## config.mk

```make
export PLATFORM = sky130hd
export DESIGN_NAME = link_neighbor_table_with_probes_top
export DESIGN_NICKNAME = d
export VERILOG_FILES = /design/src/sv/lnt_pkg.sv /design/src/sv/link_neighbor_table_with_probes_top.sv /design/src/sv/lnt_ctrl.sv /design/src/sv/lnt_dp.sv
export SDC_FILE = /design/constraint.sdc
export NUM_CORES = 2
export LEC_CHECK = 0
export BUFFER_PORTS_ARGS = -buffer_cell sky130_fd_sc_hd__buf_2
export CORE_MARGIN = 8
export CORE_UTILIZATION = 35
export DETAILED_ROUTE_END_ITERATION = 7
export PLACE_DENSITY_LB_ADDON = 0.05
export SLEW_MARGIN = 20
export SYNTH_ARGS = -nofsm -noshare
export SYNTH_HDL_FRONTEND = slang
export SYNTH_SLANG_ARGS = --single-unit
```

## constraint.sdc

```tcl
create_clock -name clk -period 27.7 [get_ports clk]
set_input_delay 4.155 -clock clk [delete_from_list [all_inputs] [get_ports clk]]
set_output_delay 4.155 -clock clk [all_outputs]
set_load 0.1 [all_outputs]
```

## src/sv/lnt_pkg.sv

```systemverilog
// ----------------------------------------------------------------------------
// lnt_pkg: shared types and constants for the link neighbor table
// Item and result words, controller commands and status, state encoding.
// ----------------------------------------------------------------------------
package lnt_pkg;

  localparam int NEIGHBORS_DEF = 16;
  localparam int PORTS_DEF     = 32;

  localparam logic [1:0] FUNC_TICK  = 2'd0;
  localparam logic [1:0] FUNC_RESET = 2'd1;
  localparam logic [1:0] FUNC_REG   = 2'd2;
  localparam logic [1:0] FUNC_FRAME = 2'd3;

  localparam logic [1:0] KIND_DISC  = 2'd0;
  localparam logic [1:0] KIND_EXP   = 2'd1;
  localparam logic [1:0] KIND_PROBE = 2'd2;

  localparam logic [1:0] CFG_IDLE   = 2'd0;
  localparam logic [1:0] CFG_ACTIVE = 2'd1;
  localparam logic [1:0] CFG_MISS   = 2'd2;
  localparam logic [1:0] CFG_ETYPE  = 2'd3;

  localparam logic [7:0] OUI_B0 = 8'h08;
  localparam logic [7:0] OUI_B1 = 8'h00;
  localparam logic [7:0] OUI_B2 = 8'h56;

  typedef struct packed {
    logic [1:0]  func;
    logic [15:0] port_in;
    logic [63:0] peer_dpid;
    logic [15:0] peer_port;
    logic [15:0] hold_seconds;
    logic [15:0] frame_ethertype;
    logic [47:0] source_mac;
    logic        remote_up;
    logic        local_up;
  } in_word_t;

  typedef struct packed {
    logic [1:0]  kind;
    logic [15:0] port_out;
    logic [63:0] dpid_out;
    logic [15:0] peer_port_out;
    logic [15:0] advertised_hold;
    logic        last;
  } out_word_t;

  typedef enum logic [2:0] {
    ST_IDLE, ST_EXP, ST_PRB, ST_MATCH, ST_FIN, ST_FLUSH
  } state_t;

  typedef struct packed {
    logic load;
    logic step_exp;
    logic step_prb;
    logic step_match;
    logic idx_one;
    logic fin;
    logic flush;
  } cmd_t;

  typedef struct packed {
    logic [1:0] func;
    logic       in_rup;
    logic       in_ok;
    logic       prb_ok;
    logic       end_e;
    logic       end_p;
    logic       blocked;
    logic       pend_valid;
    logic       out_free;
  } stat_t;

endpackage

```

## src/sv/link_neighbor_table_with_probes_top.sv

```systemverilog
// ----------------------------------------------------------------------------
// link_neighbor_table_with_probes_top: link neighbor table with probe timers
// Neighbor discovery table with aging and per-port probe scheduling.
// ----------------------------------------------------------------------------
// One input word is taken at a time. Register-port and reset-ports words, a
// tick with the remote side down and a probe frame that fails the filter are
// done as they are taken, with no scan. A probe-frame word that passes scans
// every neighbor entry once, one entry a cycle, then commits. A tick scans the
// entries for expiry and then, when probes run, ports 1..highest registered
// port, one per cycle while the result side does not stall. Results flow
// through a pending stage and an output register, so a finished result may
// wait on the output while the next input word is taken; the final result
// of a word carries last.
module link_neighbor_table_with_probes_top #(
  parameter int NEIGHBORS = lnt_pkg::NEIGHBORS_DEF,
  parameter int PORTS     = lnt_pkg::PORTS_DEF
) (
  input  logic               clk,
  input  logic               rst_n,
  input  logic               in_valid,
  output logic               in_stall,
  input  lnt_pkg::in_word_t  in_data,
  output logic               out_valid,
  input  logic               out_stall,
  output lnt_pkg::out_word_t out_data,
  input  logic               cfg_we,
  input  logic [1:0]         cfg_index,
  input  logic [15:0]        cfg_wdata
);

  lnt_pkg::cmd_t  cmd;
  lnt_pkg::stat_t st;

  // sequence the scans
  lnt_ctrl u_ctrl (
    .clk      (clk),
    .rst_n    (rst_n),
    .in_valid (in_valid),
    .in_stall (in_stall),
    .st       (st),
    .cmd      (cmd)
  );

  // hold the table and drive results
  lnt_dp #(
    .NEIGHBORS (NEIGHBORS),
    .PORTS     (PORTS)
  ) u_dp (
    .clk       (clk),
    .rst_n     (rst_n),
    .in_data   (in_data),
    .out_data  (out_data),
    .out_valid (out_valid),
    .out_stall (out_stall),
    .cfg_we    (cfg_we),
    .cfg_index (cfg_index),
    .cfg_wdata (cfg_wdata),
    .cmd       (cmd),
    .st        (st)
  );

endmodule

```

## src/sv/lnt_ctrl.sv

```systemverilog
// ----------------------------------------------------------------------------
// lnt_ctrl: sequencing state machine
// Steps the datapath through expiry, probe and match scans.
// ----------------------------------------------------------------------------
module lnt_ctrl (
  input  logic           clk,
  input  logic           rst_n,
  input  logic           in_valid,
  output logic           in_stall,
  input  lnt_pkg::stat_t st,
  output lnt_pkg::cmd_t  cmd
);

  lnt_pkg::state_t state_r, state_nxt;

  always_ff @(posedge clk) begin
    if (!rst_n) begin
      state_r <= lnt_pkg::ST_IDLE;
    end else begin
      state_r <= state_nxt;
    end
  end

  always_comb begin
    state_nxt = state_r;
    unique case (state_r)
      lnt_pkg::ST_IDLE: begin
        if (in_valid) begin
          if (st.func == lnt_pkg::FUNC_TICK && st.in_rup) state_nxt = lnt_pkg::ST_EXP;
          else if (st.func == lnt_pkg::FUNC_FRAME && st.in_ok) state_nxt = lnt_pkg::ST_MATCH;
        end
      end
      lnt_pkg::ST_EXP: begin
        if (!st.blocked && st.end_e)
          state_nxt = st.prb_ok ? lnt_pkg::ST_PRB : lnt_pkg::ST_FLUSH;
      end
      lnt_pkg::ST_PRB: begin
        if (!st.blocked && st.end_p) state_nxt = lnt_pkg::ST_FLUSH;
      end
      lnt_pkg::ST_MATCH: begin
        if (st.end_e) state_nxt = lnt_pkg::ST_FIN;
      end
      lnt_pkg::ST_FIN:   state_nxt = lnt_pkg::ST_FLUSH;
      lnt_pkg::ST_FLUSH: begin
        if (!st.pend_valid || st.out_free) state_nxt = lnt_pkg::ST_IDLE;
      end
      default: state_nxt = lnt_pkg::ST_IDLE;
    endcase
  end

  always_comb begin
    cmd      = '0;
    in_stall = 1'b1;
    unique case (state_r)
      lnt_pkg::ST_IDLE: begin
        in_stall = 1'b0;
        cmd.load = in_valid;
      end
      lnt_pkg::ST_EXP: begin
        cmd.step_exp = !st.blocked;
        cmd.idx_one  = !st.blocked && st.end_e;
      end
      lnt_pkg::ST_PRB:   cmd.step_prb   = !st.blocked;
      lnt_pkg::ST_MATCH: cmd.step_match = 1'b1;
      lnt_pkg::ST_FIN:   cmd.fin        = 1'b1;
      lnt_pkg::ST_FLUSH: cmd.flush      = st.pend_valid && st.out_free;
      default: ;
    endcase
  end

endmodule

```

## src/sv/lnt_dp.sv

```systemverilog
// ----------------------------------------------------------------------------
// lnt_dp: neighbor table, port timers and result registers
// Holds all table state and does one entry or one port per step.
// ----------------------------------------------------------------------------
module lnt_dp #(
  parameter int NEIGHBORS = lnt_pkg::NEIGHBORS_DEF,
  parameter int PORTS     = lnt_pkg::PORTS_DEF
) (
  input  logic              clk,
  input  logic              rst_n,
  input  lnt_pkg::in_word_t in_data,
  output lnt_pkg::out_word_t out_data,
  output logic              out_valid,
  input  logic              out_stall,
  input  logic              cfg_we,
  input  logic [1:0]        cfg_index,
  input  logic [15:0]       cfg_wdata,
  input  lnt_pkg::cmd_t     cmd,
  output lnt_pkg::stat_t    st
);

  localparam int EW = $clog2(NEIGHBORS);
  localparam int PW = $clog2(PORTS);
  localparam int IW = (EW > PW) ? EW : PW;
  localparam int CW = $clog2(NEIGHBORS + 1);
  localparam logic [IW-1:0] LAST_E = IW'(NEIGHBORS - 1);

  logic [11:0] idle_int_r, act_int_r;
  logic [3:0]  miss_r;
  logic [15:0] etype_r;

  logic          ent_v_r   [NEIGHBORS];
  logic [PW-1:0] ent_lp_r  [NEIGHBORS];
  logic [63:0]   ent_dp_r  [NEIGHBORS];
  logic [15:0]   ent_pp_r  [NEIGHBORS];
  logic [31:0]   ent_ex_r  [NEIGHBORS];
  logic [CW-1:0] cnt_r     [PORTS];
  logic          preg_r    [PORTS];
  logic [31:0]   due_r     [PORTS];
  logic [PW-1:0] hi_r;
  logic          pen_r;
  logic [31:0]   now_r;
  logic [63:0]   own_r;

  lnt_pkg::in_word_t  it_r;
  logic [IW-1:0]      idx_r;
  logic               mfound_r, ffound_r;
  logic [EW-1:0]      midx_r, fidx_r;
  lnt_pkg::out_word_t pend_r, out_r;
  logic               pend_v_r, out_v_r;

  logic [EW-1:0]      ei;
  logic [PW-1:0]      pi, ilp;
  logic               hit_p, ematch, out_take, out_free;
  logic [11:0]        per;
  logic               new_v;
  lnt_pkg::out_word_t new_w;
  lnt_pkg::out_word_t flush_w;

  assign ei  = idx_r[EW-1:0];
  assign pi  = idx_r[PW-1:0];
  assign ilp = it_r.port_in[PW-1:0];
  logic reach_e, reach_p;
  assign reach_e = !(now_r[31:0] - ent_ex_r[ei] >= 32'h8000_0000);
  assign reach_p = !(now_r[31:0] - due_r[pi] >= 32'h8000_0000);
  assign ematch  = ent_v_r[ei] && ent_lp_r[ei] == ilp && ent_dp_r[ei] == it_r.peer_dpid
                   && ent_pp_r[ei] == it_r.peer_port;
  assign hit_p   = preg_r[pi] && reach_p;
  assign per     = (cnt_r[pi] == '0) ? idle_int_r : act_int_r;
  assign out_take = out_v_r && !out_stall;
  assign out_free = !out_v_r || out_take;

  always_comb begin
    flush_w      = pend_r;
    flush_w.last = 1'b1;
  end

  always_comb begin
    new_v = 1'b0;
    new_w = '0;
    if (cmd.step_exp && ent_v_r[ei] && reach_e) begin
      new_v = 1'b1;
      new_w.kind          = lnt_pkg::KIND_EXP;
      new_w.port_out      = 16'(ent_lp_r[ei]);
      new_w.dpid_out      = ent_dp_r[ei];
      new_w.peer_port_out = ent_pp_r[ei];
    end else if (cmd.step_prb && hit_p) begin
      new_v = 1'b1;
      new_w.kind            = lnt_pkg::KIND_PROBE;
      new_w.port_out        = 16'(pi);
      new_w.dpid_out        = own_r;
      new_w.advertised_hold = 16'(miss_r) * 16'(per);
    end else if (cmd.fin && !mfound_r && ffound_r && it_r.remote_up) begin
      new_v = 1'b1;
      new_w.kind          = lnt_pkg::KIND_DISC;
      new_w.port_out      = it_r.port_in;
      new_w.dpid_out      = it_r.peer_dpid;
      new_w.peer_port_out = it_r.peer_port;
    end
  end

  always_comb begin
    st = '0;
    st.func       = in_data.func;
    st.in_rup     = in_data.remote_up;
    st.in_ok      = in_data.frame_ethertype == etype_r
                    && in_data.source_mac[47:40] == lnt_pkg::OUI_B0
                    && in_data.source_mac[39:32] == lnt_pkg::OUI_B1
                    && in_data.source_mac[31:24] == lnt_pkg::OUI_B2
                    && 32'(in_data.port_in) < PORTS;
    st.prb_ok     = pen_r && it_r.local_up && hi_r != '0;
    st.end_e      = idx_r == LAST_E;
    st.end_p      = pi == hi_r;
    st.blocked    = pend_v_r && !out_free &&
                    ((ent_v_r[ei] && reach_e && idx_r <= LAST_E) || hit_p);
    st.pend_valid = pend_v_r;
    st.out_free   = out_free;
  end

  // control state
  always_ff @(posedge clk) begin
    if (!rst_n) begin
      idle_int_r <= 12'd15;
      act_int_r  <= 12'd5;
      miss_r     <= 4'd3;
      etype_r    <= 16'd35020;
      hi_r       <= '0;
      pen_r      <= 1'b0;
      now_r      <= '0;
      own_r      <= '0;
      pend_v_r   <= 1'b0;
      out_v_r    <= 1'b0;
      for (int i = 0; i < NEIGHBORS; i++) ent_v_r[i] <= 1'b0;
      for (int p = 0; p < PORTS; p++) begin
        cnt_r[p]  <= '0;
        preg_r[p] <= 1'b0;
      end
    end else begin
      if (cfg_we) begin
        unique case (cfg_index)
          lnt_pkg::CFG_IDLE:   idle_int_r <= cfg_wdata[11:0];
          lnt_pkg::CFG_ACTIVE: act_int_r  <= cfg_wdata[11:0];
          lnt_pkg::CFG_MISS:   miss_r     <= cfg_wdata[3:0];
          lnt_pkg::CFG_ETYPE:  etype_r    <= cfg_wdata;
          default: ;
        endcase
      end
      if (cmd.load) begin
        unique case (in_data.func)
          lnt_pkg::FUNC_TICK: now_r <= now_r + 32'd1;
          lnt_pkg::FUNC_RESET: begin
            own_r <= in_data.peer_dpid;
            pen_r <= 1'b1;
            hi_r  <= '0;
            for (int p = 0; p < PORTS; p++) begin
              cnt_r[p]  <= '0;
              preg_r[p] <= 1'b0;
            end
          end
          lnt_pkg::FUNC_REG: begin
            if (32'(in_data.port_in) < PORTS) begin
              preg_r[in_data.port_in[PW-1:0]] <= 1'b1;
              if (in_data.port_in[PW-1:0] > hi_r) hi_r <= in_data.port_in[PW-1:0];
            end
          end
          default: ;
        endcase
      end
      if (cmd.step_exp && ent_v_r[ei] && reach_e) begin
        ent_v_r[ei] <= 1'b0;
        if (cnt_r[ent_lp_r[ei]] != '0) cnt_r[ent_lp_r[ei]] <= cnt_r[ent_lp_r[ei]] - CW'(1);
      end
      if (cmd.fin && !mfound_r && ffound_r) begin
        ent_v_r[fidx_r] <= 1'b1;
        cnt_r[ilp]      <= cnt_r[ilp] + CW'(1);
      end
      // advance the result pair: pend -> out, new -> pend
      if (new_v) begin
        pend_v_r <= 1'b1;
        if (pend_v_r) out_v_r <= 1'b1;
        else if (out_take) out_v_r <= 1'b0;
      end else if (cmd.flush) begin
        pend_v_r <= 1'b0;
        out_v_r  <= 1'b1;
      end else if (out_take) begin
        out_v_r <= 1'b0;
      end
    end
  end

  // payload and scan registers
  always_ff @(posedge clk) begin
    if (cmd.load) begin
      it_r     <= in_data;
      idx_r    <= '0;
      mfound_r <= 1'b0;
      ffound_r <= 1'b0;
      if (in_data.func == lnt_pkg::FUNC_REG && 32'(in_data.port_in) < PORTS)
        due_r[in_data.port_in[PW-1:0]] <= now_r + 32'(idle_int_r);
    end
    if (cmd.idx_one) idx_r <= IW'(1);
    else if (cmd.step_exp || cmd.step_prb || cmd.step_match) idx_r <= idx_r + IW'(1);
    if (cmd.step_prb && hit_p) due_r[pi] <= now_r + 32'(per);
    if (cmd.step_match) begin
      if (ematch && !mfound_r) begin
        mfound_r <= 1'b1;
        midx_r   <= ei;
      end
      if (!ent_v_r[ei] && !ffound_r) begin
        ffound_r <= 1'b1;
        fidx_r   <= ei;
      end
    end
    if (cmd.fin) begin
      if (mfound_r) begin
        ent_ex_r[midx_r] <= now_r + 32'(it_r.hold_seconds);
      end else if (ffound_r) begin
        ent_lp_r[fidx_r] <= ilp;
        ent_dp_r[fidx_r] <= it_r.peer_dpid;
        ent_pp_r[fidx_r] <= it_r.peer_port;
        ent_ex_r[fidx_r] <= now_r + 32'(it_r.hold_seconds);
      end
    end
    // a pending word always carries last low until it is flushed
    if (new_v) begin
      pend_r <= new_w;
      if (pend_v_r) out_r <= pend_r;
    end else if (cmd.flush) begin
      out_r <= flush_w;
    end
  end

  assign out_data  = out_r;
  assign out_valid = out_v_r;

endmodule
```

==> impl_metrics.yaml <==
clock_network:
  cts_hold_buf: 0
  h-tree-depth: 5
  clock_sinks: 3623
  postCtsSetupBuffers: 0
  cts_buffer_depth: 4
  clkTransAtPathRegs_ns: 0.06
  insertion_delay_ns: 0.98
  cts_buffers: 407
  cts_root_buffer: "clkbuf_16"
  cts_tree: "built"
  cts-resized-gates: 0
pwr:
  p_per_area_nw_per_um2: 88.9
  p_leak_nw: 55.9
  ir_drop_uv: 125
synthesis:
  synth_area_leaders: "edfxtp_1 (70%), mux4_2 (14%), dfxtp_1 (2.9%), nand2_1 (1.3%), ha_1 (1.1%)"
  synthXorXnorAreaFrac: 0.00994
  ys_types: 90
  synth_ff_type: "edfxtp_1"
  yosys-top-cells-count: "edfxtp_1 (3407), mux4_2 (925), nand2_1 (519), nor2_1 (282), clkbuf_1 (220)"
  synth-adder-area-share: 0.0135
  yosys.area_share.simple: 0.0428
  yosysMostFrequentCell: "edfxtp_1"
  synth_nets: 8040
  netlist_area_um2: 147000
  ys_seq_area_frac: 0.725
  syn_area_per_cell_um2: 19.1
  synth_seq_cells: 3623
  async_flop_share: 0
  yosysWarnings: 0
  synthMuxAreaShare: 0.160
  yosysTopAreaCellShare: 0.695
  yosysTopAreaCell: "edfxtp_1"
  synth_edf_count: 3407
  syn_inst: 7691
  synth_top_family_by_area: "multiplexers"
  synth-compound-area-share: 0.0318
detailed_routing:
  drt_pass1_iterations: 5
  vias: 77100
  initialDrtViolationCount: 6179
  vias_per_cell: 5.47
  antenna_left: 0
  wl_um: 450000
  wire_per_inst_um: 32.0
  drc: 0
placement:
  gp_congestion: 0.818
  port_buffers: 295
  place_inst: 13300
  placed_area_um2: 156000
  place_hpwl_um: 253000
critical_path:
  path_class: "flop to flop"
  cp.required_ns: 28.31
  cp-end-kind: "flop"
  cpMostUsedCell: "a21oi_1"
  critPathSlowestCell: "buf_4"
  worstPathMaxFanout: 82
  slowest_delay_ns: 0.81
  worstPathArrival_ns: 12.53
  start_kind: "flop"
die:
  num_io_pins: 320
  fp.dieArea_um2: 441000
  die_x_um: 664
  fp-row-count: 238
  initial_core_util: 0.351
  core_um2: 420000
  die_y_um: 664
layout:
  stdcell_count: 14100
  design_area_um2: 170000
  multi_input_area_um2: 39200
  area_growth_syn_to_layout_pct: 15.3
  seqCellArea_um2: 107000
  fillers: 37400
  nets: 8559
  drive_above_1_share: 0.269
grt:
  overflow: 0
  grt_pass1_vias: 80700
  grt_pass1_wl_um: 633000
  track_usage: 0.199
  antenna_found_initial: 32
  met2_usage: 0.345
  grt_busiest_layer: "met2"
  gr-usage-met1: 0.270
  grt_start_max_net_pins: 91
  grtUsageMet3: 0.0242
sta:
  period_share: 0.431
  holdWs_ns: 0.409
  min_period_ns: 11.93
  slew-limit-headroom: 0.245
  fmax_ghz: 0.0839
  setup_viol: 0
  fin_tns_setup_ns: 0
  worst_pin_slew_ns: 1.13
  slew_violations: 0
  grt_setup_unrepaired: "false"
  hold_violations: 0
  fin_worst_skew_ns: 0.0688
min_path:
  hold_class: "flop to flop"
flow_run:
  drv_cap: 0
run_status:
  status: "finished clean"
[cells in the final DEF, fill, tap and decap left out, types with 64 or more instances in the layout]
| master | synthesis | layout |
|---|---|---|
| clkinv_2 | 0 | 88 |
| nand2_1 | 519 | 518 |
| clkbuf_16 | 0 | 414 |
| a22oi_1 | 104 | 104 |
| xor2_1 | 79 | 64 |
| ha_1 | 124 | 124 |
| o21ai_0 | 131 | 131 |
| mux2_2 | 70 | 70 |
| mux4_2 | 925 | 925 |
| inv_1 | 120 | 118 |
| clkinv_1 | 0 | 78 |
| nor3_1 | 122 | 118 |
| a21oi_1 | 219 | 218 |
| dfxtp_1 | 216 | 209 |
| nor2_1 | 282 | 219 |
| buf_2 | 140 | 295 |
| edfxtp_1 | 3407 | 3407 |
| buf_4 | 32 | 239 |
| clkbuf_1 | 220 | 101 |
| mux2i_1 | 131 | 129 |
[sequential cells by signal, summed over array words and instances (netlist names), 32 cells and up, named ones only]
signal,cells
u_dp.out_data,115
u_dp.it_r,109
u_dp.flush_w,114
u_dp.preg_r,32
u_dp.due_r,1024
u_dp.ent_pp_r,256
u_dp.ent_ex_r,512
u_dp.ent_lp_r,80
u_dp.own_r,64
u_dp.now_r,32
u_dp.cnt_r,160
u_dp.ent_dp_r,1024
[metal layers]
metal  wire (um)  vias to the layer above
met3       18900                      547
li1            -                    32500
met5          46                        -
met4       10000                        8
met2      226000                     1869
met1      195000                    42200
[area by class of cell]
type | count | area share
antenna | 15 | 0.000221
clock buffer | 525 | 0.0641
tap | 5520 | 0.0407
timing repair buffer | 545 | 0.0206
multi-input combinational | 3512 | 0.231
sequential | 3623 | 0.628
inverter | 121 | 0.00279
clock inverter | 230 | 0.0121
[kinds of logic (layout without fill, tap and decap cells)]
group,Yosys count,after routing
compound gates,722,722
xor+xnor,167,167
fa+ha+maj,146,146
buf+inv,556,1421
flops,3623,3623
mux,1149,1149
other cells,0,15
simple gates,1328,1328
[critical path, delay by kind of cell, from the launching register on]
family                     cells  cell delay (ns)
AOI/OAI and AO/OA             14             4.11
xor gates and xnor gates       1             0.71
adders and majority gates      3             0.93
buffers and inverters          5             3.16
DFF                            1             0.75
muxes                          3             1.11
and+or+nand+nor                3             0.45
[through the flow]
| step | util | total power (W) | setup WS (ns) |
|---|---|---|---|
| 6_report | 0.404 | 0.0151 | 15.77 |
| 5_1_grt | 0.404 | 0.0157 | 14.82 |
| 4_1_cts | 0.404 | 0.0153 | 15.11 |
| 3_5_place_dp | 0.373 | 0.00999 | 15.17 |
| 3_3_place_gp | 0.373 | 0.00995 | 15.16 |
| 2_1_floorplan | - | 0.00875 | 12.63 |
[path summary, 6_finish.rpt]
check | from | to | slack, ns | depth (start not counted)
worst min register to register | u_dp.flush_w[83]$_DFFE_PN_ | u_dp.out_data[83]$_DFFE_PP_ | 0.41 | 0
worst max register to register | flop | u_dp.due_r[6][26]$_DFFE_PP_ | 15.77 | 29
worst min-delay path | u_dp.flush_w[83]$_DFFE_PN_ | u_dp.out_data[83]$_DFFE_PP_ | 0.41 | 0
worst max-delay path | flop | u_dp.due_r[6][26]$_DFFE_PP_ | 15.77 | 29
[power breakdown]
part | leakage [nW] | internal, W | switching, W
combinational | 14.9 | 0.00133 | 0.00204
sequential | 34.7 | 0.00621 | 0.000241
clock | 6.35 | 0.00307 | 0.00221
Power figures use the tool's default switching activity.
